### src/hw/rtl/jsu_pkg.sv
`timescale 1ns / 1ps
// ----------------------------------------------------------------------------
// jsu_pkg: shared types and constants for the JSON string unescaper
// Decoder modes, status codes, state and result records.
// ----------------------------------------------------------------------------
package jsu_pkg;

  typedef enum logic [1:0] {
    MODE_IDLE = 2'd0,
    MODE_BODY = 2'd1,
    MODE_ESC  = 2'd2,
    MODE_HEX  = 2'd3
  } jsu_mode_t;

  typedef enum logic [2:0] {
    ST_OK      = 3'd0,
    ST_BAD_ESC = 3'd1,
    ST_BAD_HEX = 3'd2,
    ST_END_ESC = 3'd3,
    ST_UNTERM  = 3'd4
  } jsu_status_t;

  localparam logic [7:0] CH_QUOTE = 8'h22;
  localparam logic [7:0] CH_BSLASH = 8'h5C;
  localparam logic [7:0] CH_SLASH = 8'h2F;
  localparam logic [7:0] CH_B = 8'h62;
  localparam logic [7:0] CH_F = 8'h66;
  localparam logic [7:0] CH_N = 8'h6E;
  localparam logic [7:0] CH_R = 8'h72;
  localparam logic [7:0] CH_T = 8'h74;
  localparam logic [7:0] CH_U = 8'h75;
  localparam logic [7:0] CH_QMARK = 8'h3F;
  localparam logic [7:0] CTL_BS = 8'h08;
  localparam logic [7:0] CTL_FF = 8'h0C;
  localparam logic [7:0] CTL_LF = 8'h0A;
  localparam logic [7:0] CTL_CR = 8'h0D;
  localparam logic [7:0] CTL_TAB = 8'h09;

  // Only three digits are ever held; the fourth completes the escape.
  typedef struct packed {
    jsu_mode_t   mode;
    logic [11:0] hex_accum;
    logic [1:0]  hex_count;
  } jsu_state_t;

  typedef struct packed {
    logic [7:0]  char_out;
    logic        char_valid;
    logic        string_done;
    jsu_status_t status;
  } jsu_result_t;

endpackage

### src/hw/rtl/jsu_in_if.sv
`timescale 1ns / 1ps
// ----------------------------------------------------------------------------
// jsu_in_if: input byte channel
// Valid/ready channel carrying one raw string body byte and its flags.
// ----------------------------------------------------------------------------
interface jsu_in_if;
  logic       valid;
  logic       ready;
  logic [7:0] char_in;
  logic       string_start;
  logic       input_end;

  modport source (output valid, output char_in, output string_start,
                  output input_end, input ready);
  modport sink (input valid, input char_in, input string_start,
                input input_end, output ready);
endinterface

### src/hw/rtl/jsu_out_if.sv
`timescale 1ns / 1ps
// ----------------------------------------------------------------------------
// jsu_out_if: result channel
// Valid/ready channel carrying one decoded byte result per transaction.
// ----------------------------------------------------------------------------
interface jsu_out_if;
  logic       valid;
  logic       ready;
  logic [7:0] char_out;
  logic       char_valid;
  logic       string_done;
  logic [2:0] status;

  modport source (output valid, output char_out, output char_valid,
                  output string_done, output status, input ready);
  modport sink (input valid, input char_out, input char_valid,
                input string_done, input status, output ready);
endinterface

### src/hw/rtl/json_string_unescape.sv
`timescale 1ns / 1ps
// ----------------------------------------------------------------------------
// json_string_unescape: streaming JSON string body unescaper
// Decodes backslash and \u escapes, one input byte per transaction.
// ----------------------------------------------------------------------------
// The result is registered and becomes valid in the cycle after the input transaction.
// Throughput: 1 byte per cycle; the next byte is taken while the previous
//   result is being taken downstream, limited only by the one-entry result
//   register (input stalls only when that register is full and not drained).
// Reset: rst (synchronous) returns the decoder to idle and empties the
//   result register; payload bits are not reset.
module json_string_unescape (
  input logic     clk,
  input logic     rst,
  jsu_in_if.sink  in_chan,
  jsu_out_if.source out_chan
);
  import jsu_pkg::*;

  // decoder state, updated on every input transaction
  jsu_state_t  state;
  jsu_state_t  state_next;
  jsu_result_t step_result;

  // result register
  logic        res_valid;
  jsu_result_t res;
  logic        accept;

  jsu_decode u_decode (
    .state        (state),
    .char_in      (in_chan.char_in),
    .string_start (in_chan.string_start),
    .input_end    (in_chan.input_end),
    .state_next   (state_next),
    .result       (step_result)
  );

  // Result register frees up in the same cycle it is drained.
  assign in_chan.ready = !res_valid || out_chan.ready;
  assign accept        = in_chan.valid && in_chan.ready;

  always_ff @(posedge clk) begin
    if (rst) begin
      state <= '{mode: MODE_IDLE, hex_accum: '0, hex_count: '0};
    end else if (accept) begin
      state <= state_next;
    end
  end

  always_ff @(posedge clk) begin
    if (rst) begin
      res_valid <= 1'b0;
    end else if (accept) begin
      res_valid <= 1'b1;
    end else if (out_chan.ready) begin
      res_valid <= 1'b0;
    end
  end

  // payload: loaded only on a transaction, held during a stall
  always_ff @(posedge clk) begin
    if (accept) begin
      res <= step_result;
    end
  end

  assign out_chan.valid       = res_valid;
  assign out_chan.char_out    = res.char_out;
  assign out_chan.char_valid  = res.char_valid;
  assign out_chan.string_done = res.string_done;
  assign out_chan.status      = res.status;

endmodule

### src/hw/rtl/jsu_decode.sv
`timescale 1ns / 1ps
// ----------------------------------------------------------------------------
// jsu_decode: one-byte unescape step
// Combinational next state and result for a single input byte.
// ----------------------------------------------------------------------------
module jsu_decode (
  input  jsu_pkg::jsu_state_t  state,
  input  logic [7:0]           char_in,
  input  logic                 string_start,
  input  logic                 input_end,
  output jsu_pkg::jsu_state_t  state_next,
  output jsu_pkg::jsu_result_t result
);
  import jsu_pkg::*;

  jsu_mode_t   mode_eff;
  logic        hex_ok;
  logic [3:0]  hex_val;
  jsu_state_t  clear_idle;
  jsu_state_t  clear_body;

  assign clear_idle = '{mode: MODE_IDLE, hex_accum: '0, hex_count: '0};
  assign clear_body = '{mode: MODE_BODY, hex_accum: '0, hex_count: '0};

  // start clears the decoder and makes this byte the first body byte
  assign mode_eff = string_start ? MODE_BODY : state.mode;

  always_comb begin
    hex_ok  = 1'b1;
    hex_val = 4'd0;
    if (char_in >= 8'h30 && char_in <= 8'h39) begin
      hex_val = 4'(char_in - 8'h30);
    end else if (char_in >= 8'h61 && char_in <= 8'h66) begin
      hex_val = 4'(char_in - 8'h57);
    end else if (char_in >= 8'h41 && char_in <= 8'h46) begin
      hex_val = 4'(char_in - 8'h37);
    end else begin
      hex_ok = 1'b0;
    end
  end

  always_comb begin
    state_next = string_start ? clear_body : state;
    result     = '{char_out: 8'd0, char_valid: 1'b0, string_done: 1'b0, status: ST_OK};
    unique case (mode_eff)
      MODE_BODY: begin
        if (input_end) begin
          result.status = ST_UNTERM;
          state_next    = clear_idle;
        end else if (char_in == CH_QUOTE) begin
          result.string_done = 1'b1;
          state_next         = clear_idle;
        end else if (char_in == CH_BSLASH) begin
          state_next.mode = MODE_ESC;
        end else begin
          result.char_out   = char_in;
          result.char_valid = 1'b1;
        end
      end
      MODE_ESC: begin
        if (input_end) begin
          result.status = ST_END_ESC;
          state_next    = clear_idle;
        end else begin
          state_next.mode   = MODE_BODY;
          result.char_valid = 1'b1;
          case (char_in)
            CH_QUOTE, CH_BSLASH, CH_SLASH: result.char_out = char_in;
            CH_B: result.char_out = CTL_BS;
            CH_F: result.char_out = CTL_FF;
            CH_N: result.char_out = CTL_LF;
            CH_R: result.char_out = CTL_CR;
            CH_T: result.char_out = CTL_TAB;
            CH_U: begin
              result.char_valid = 1'b0;
              state_next        = '{mode: MODE_HEX, hex_accum: '0, hex_count: '0};
            end
            default: begin
              result.char_valid = 1'b0;
              result.status     = ST_BAD_ESC;
              state_next        = clear_idle;
            end
          endcase
        end
      end
      MODE_HEX: begin
        if (input_end) begin
          result.status = ST_END_ESC;
          state_next    = clear_idle;
        end else if (!hex_ok) begin
          result.status = ST_BAD_HEX;
          state_next    = clear_idle;
        end else if (state.hex_count == 2'd3) begin
          // value fits in 7 bits only if the top nine bits are zero
          result.char_out   = (state.hex_accum[11:3] == 9'd0) ?
                              {state.hex_accum[3:0], hex_val} : CH_QMARK;
          result.char_valid = 1'b1;
          state_next        = clear_body;
        end else begin
          state_next.hex_accum = {state.hex_accum[7:0], hex_val};
          state_next.hex_count = state.hex_count + 2'd1;
        end
      end
      default: begin
        state_next = clear_idle;
      end
    endcase
  end

endmodule

### src/flat_wrapper.sv
// flat-port wrapper written by rule: the top's interface ports become plain ports
module json_string_unescape_flat import jsu_pkg::*;
  (clk, rst, in_chan_valid, in_chan_char_in, in_chan_string_start, in_chan_input_end, in_chan_ready, out_chan_valid, out_chan_char_out, out_chan_char_valid, out_chan_string_done, out_chan_status, out_chan_ready);
  jsu_in_if in_chan_i ();
  jsu_out_if out_chan_i ();
  input logic clk;
  input logic rst;
  input wire logic [$bits(in_chan_i.valid)-1:0] in_chan_valid;
  input wire logic [$bits(in_chan_i.char_in)-1:0] in_chan_char_in;
  input wire logic [$bits(in_chan_i.string_start)-1:0] in_chan_string_start;
  input wire logic [$bits(in_chan_i.input_end)-1:0] in_chan_input_end;
  output wire logic [$bits(in_chan_i.ready)-1:0] in_chan_ready;
  output wire logic [$bits(out_chan_i.valid)-1:0] out_chan_valid;
  output wire logic [$bits(out_chan_i.char_out)-1:0] out_chan_char_out;
  output wire logic [$bits(out_chan_i.char_valid)-1:0] out_chan_char_valid;
  output wire logic [$bits(out_chan_i.string_done)-1:0] out_chan_string_done;
  output wire logic [$bits(out_chan_i.status)-1:0] out_chan_status;
  input wire logic [$bits(out_chan_i.ready)-1:0] out_chan_ready;
  assign in_chan_i.valid = in_chan_valid;
  assign in_chan_i.char_in = in_chan_char_in;
  assign in_chan_i.string_start = in_chan_string_start;
  assign in_chan_i.input_end = in_chan_input_end;
  assign in_chan_ready = in_chan_i.ready;
  assign out_chan_valid = out_chan_i.valid;
  assign out_chan_char_out = out_chan_i.char_out;
  assign out_chan_char_valid = out_chan_i.char_valid;
  assign out_chan_string_done = out_chan_i.string_done;
  assign out_chan_status = out_chan_i.status;
  assign out_chan_i.ready = out_chan_ready;
  json_string_unescape u_core (.clk(clk), .rst(rst), .in_chan(in_chan_i), .out_chan(out_chan_i));
endmodule
### config.mk
export PLATFORM = sky130hd
export DESIGN_NAME = json_string_unescape_flat
export DESIGN_NICKNAME = d
export VERILOG_FILES = /design/src/hw/rtl/jsu_pkg.sv /design/src/hw/rtl/jsu_in_if.sv /design/src/hw/rtl/jsu_out_if.sv /design/src/hw/rtl/json_string_unescape.sv /design/src/hw/rtl/jsu_decode.sv /design/src/flat_wrapper.sv
export SDC_FILE = /design/constraint.sdc
export NUM_CORES = 1
export LEC_CHECK = 0
export ABC_AREA = 1
export ABC_CLOCK_PERIOD_IN_PS = 2540
export BUFFER_PORTS_ARGS = -buffer_cell sky130_fd_sc_hd__clkbuf_2
export CAP_MARGIN = 20
export CORE_ASPECT_RATIO = 2
export CORE_MARGIN = 4
export CORE_UTILIZATION = 64
export CTS_BUF_LIST = sky130_fd_sc_hd__clkbuf_4 sky130_fd_sc_hd__clkbuf_8
export DETAILED_ROUTE_END_ITERATION = 8
export GPL_ROUTABILITY_DRIVEN = 0
export PLACE_DENSITY = 0.85
export SETUP_SLACK_MARGIN = 0.02
export SYNTH_ARGS = -nofsm -noshare
export SYNTH_HDL_FRONTEND = slang
export SYNTH_SLANG_ARGS = --single-unit
### constraint.sdc
create_clock -name clk -period 2.54 [get_ports clk]
set_input_delay 0.381 -clock clk [delete_from_list [all_inputs] [get_ports clk]]
set_output_delay 0.381 -clock clk [all_outputs]
set_load 0.01 [all_outputs]
==> metrics.txt <==
period utilisation layout 75.6%; quantity of hold-fixing buffers added after cts 0; total power 0.00104 W; Row Count 29; Hold Crit Class in2reg; number of detailed-routing iterations run before antenna repair 5; total global routing track utilization 27.1%; clock period minus worst slack 1920 ps; Die X-Extent 48.3 um; final standard cell utilization of the core 73.2%; setup TNS 0 ps; number of vias after detailed routing 2,037; TritonCTS clock tree done; Clk Tree Root Cell clkbuf_8; switching power as a share of total power 26.7%; crit path launch type primary input; number of CTS-inserted buffers 5; core area 3160 um2; Mean Syn Cell Area 7.03 um2; switching pwr 0.000278 W; Synth Cell Area 2080 um2; Chip Height 88.6 um; power per unit of standard cell area 449 nW/um2; unrepaired setup endpoints after global routing false; final clock skew 3.19 ps; sequential standard cell area 731 um2; Residual DRC 0; # nets final 346; Data required, critical path 2540 ps; number of ports placed on the die boundary 29; number of levels in the clock H-tree 2; number of synthesized flops with an enable pin 13; Pleak 1.07 nW; sum of overflow across all layers after global routing 0; maximum achievable frequency 521 MHz; Worst Hold Depth 4; post-synth top area cell edfxtp_1; FILL cells 264; Crit Path Max Fanout 5; Net Count, Synth 315; Post-Route WL 5.27 mm; clock tree buffer depth 2; Initial DRC Count 64; critical path capture point u_core.out_chan.char_out[2]; clock-pin transition on the worst setup and hold timing paths 60 ps; max-slew violation count 0; crit path DAT 1920 ps; share of post-route cells with drive strength above 1 26.2%; worst r2r dst u_core.out_chan.char_out[2]; area overhead of the layout relative to synthesis 11.1%; combinational cell fraction of total power 13.8%; via count normalized by instance count 5.67; initial core utilization 65.9%; worst-margin pin slew 609 ps; final hold violations 0; Diodes inserted 0; max-slew headroom at the worst pin 59.0%; # clock sinks 30; area share of the largest cell type after synthesis 18.8%; die outline area 4280 um2; Max IR drop VDD 0.000306 V; synth unique cells 36; number of nets still failing antenna checks after routing 0; R2R cell count 8; largest net degree at the start of global routing 24; flop and latch count out of synthesis 30; share of power burned in registers 50.6%; # setup viols final 0; FF-to-FF Start u_core.state[14]; Synth Flop Type dfxtp_1; run status finished clean; HPWL after detailed placement 4.14 mm; post-CTS setup buffer count 0; part of the power in the clock network 35.6%; Synth Warn # 0; portion of the post-synthesis area used by sequential elements 35.1%; number of port buffers 28; start point of the worst hold path out_chan_ready; number of global-route vias before repair 1,960; category of the most critical setup path in2reg; mean routed wirelength per cell 14.7 um; critical path startpoint in_chan_char_in[0]; largest cells by area after synthesis edfxtp_1 19%, nand2_1 17%, dfxtp_1 16%; category of the worst setup path capture point register; area used by multi-input combinational logic 1150 um2; post-cts sizing count 0; flop2flop setup slack 760 ps; share of synthesized registers carrying an async set or reset 0%; initial antenna violation count 0; clk_lat worst skew 280 ps; Max Cap Viol 0; post-synthesis instance total 296; Power Internal 0.000760 W; wire length of the first global-routing pass 9.08 mm
-- critical path, stage by stage --
cell and delay [ps]:
clkbuf_2 120, inv_1 150, ha_1 220, nand2_2 70, nor2_2 150, nand2_2 120, nand3_2 110, inv_1 50
nand2_1 120, inv_1 80, a21oi_2 190, o221ai_1 150
-- metal layers --
layer | part of all wire, % | track usage (%) | wire [um] | up-vias
li1 | - | - | - | 1003
met1 | 34 | 26.8 | 1790 | 939
met2 | 56 | 51.7 | 2940 | 69
met3 | 3.4 | 3.20 | 178 | 26
met4 | 6.8 | 16.9 | 357 | 0
met5 | 0 | 0 | 0 | -
-- logic make-up (layout without fill, tap and decap cells) --
group,Yosys count,count (layout),synth area share [%]
AOI/OAI and AO/OA,42,42,13.3
xor gates and xnor gates,2,2,0.842
adders and majority gates,5,5,3.01
buffers and inverters,46,78,9.68
DFF,30,30,35.1
and+or+nand+nor,171,171,38.0
-- power by group through the flow --
| stage | Sequential [W] | Combinational (W) | Clock (W) |
|---|---|---|---|
| after floorplan | 0.000542 | 0.0000809 | 0 |
| after global routing | 0.000526 | 0.000157 | 0.000397 |
| after CTS | 0.000525 | 0.000142 | 0.000374 |
| after detailed placement | 0.000536 | 0.000142 | 0 |
| final | 0.000525 | 0.000143 | 0.000370 |
| after global placement | 0.000535 | 0.000141 | 0 |
-- worst min path at each step --
stage          slack [ps]               endpoint
2_1_floorplan         450       u_core.state[15]
3_3_place_gp          450       u_core.state[15]
3_5_place_dp          460       u_core.state[15]
4_1_cts               420  u_core.out_chan.valid
5_1_grt               460  u_core.out_chan.valid
6_report              420  u_core.out_chan.valid
-- final cells by class --
cell class              instances  share of cell area, %
clock buffers                   6                   3.30
clock inverters                 2                  0.379
inverters                      39                   6.33
multi-input cells             220                   49.7
flip-flops and latches         30                   31.6
well taps                      31                   1.68
repair buffers                 31                   7.03
-- sequential cells by signal (all words and copies together) (netlist names) --
signal and flops:
u_core.state 16, u_core.out_chan.char_out 8, u_core.out_chan.status 3, u_core.out_chan.char_valid 1
u_core.out_chan.string_done 1, u_core.out_chan.valid 1
-- per-stage QoR --
stage	setup WS (ps)	cell area, um2	cells	hold slack, ps
floorplan	761	2080	296	445
global placement	412	2230	351	455
detailed placement	385	2230	351	460
CTS	670	2310	359	415
global route	515	2310	359	464
finish	620	2310	359	421
-- synth_stat cells (2+ instances only) --
cell type / number
nand2_1: 95
a21oi_2: 11
nand3_1: 10
nand4_1: 4
nor2_1: 27
inv_1: 31
o221ai_1: 3
nor2_2: 5
nor3_1: 3
nand2_4: 3
o21ai_0: 11
ha_1: 5
nor2_4: 2
clkbuf_1: 2
a21boi_0: 2
xor2_1: 2
edfxtp_1: 13
dfxtp_1: 17
a21oi_1: 9
inv_2: 7
o21ai_1: 2
nand2_2: 18
-- placed cells by master (no fill, tap or decap) --
master,Yosys,routed
nand2_1,95,95
inv_1,31,31
clkbuf_2,0,28
nor2_1,27,27
nand2_2,18,18
dfxtp_1,17,17
edfxtp_1,13,13
a21oi_2,11,11
o21ai_0,11,11
nand3_1,10,10
a21oi_1,9,9
inv_2,7,7
nor2_2,5,5
ha_1,5,5
clkbuf_8,0,5
nand4_1,4,4
nor3_1,3,3
nand2_4,3,3
o221ai_1,3,3
buf_4,1,3
clkinv_1,1,2
o21ai_1,2,2
nor2_4,2,2
a21boi_0,2,2
xor2_1,2,2
nor2_8,1,1
nand3_2,1,1
o32ai_1,1,1
o211ai_1,1,1
and2_1,1,1
o22ai_1,1,1
nor4_1,1,1
o31ai_1,1,1
clkinv_2,0,1
clkbuf_4,0,1
No activity file was read; power rests on OpenSTA's default activity.
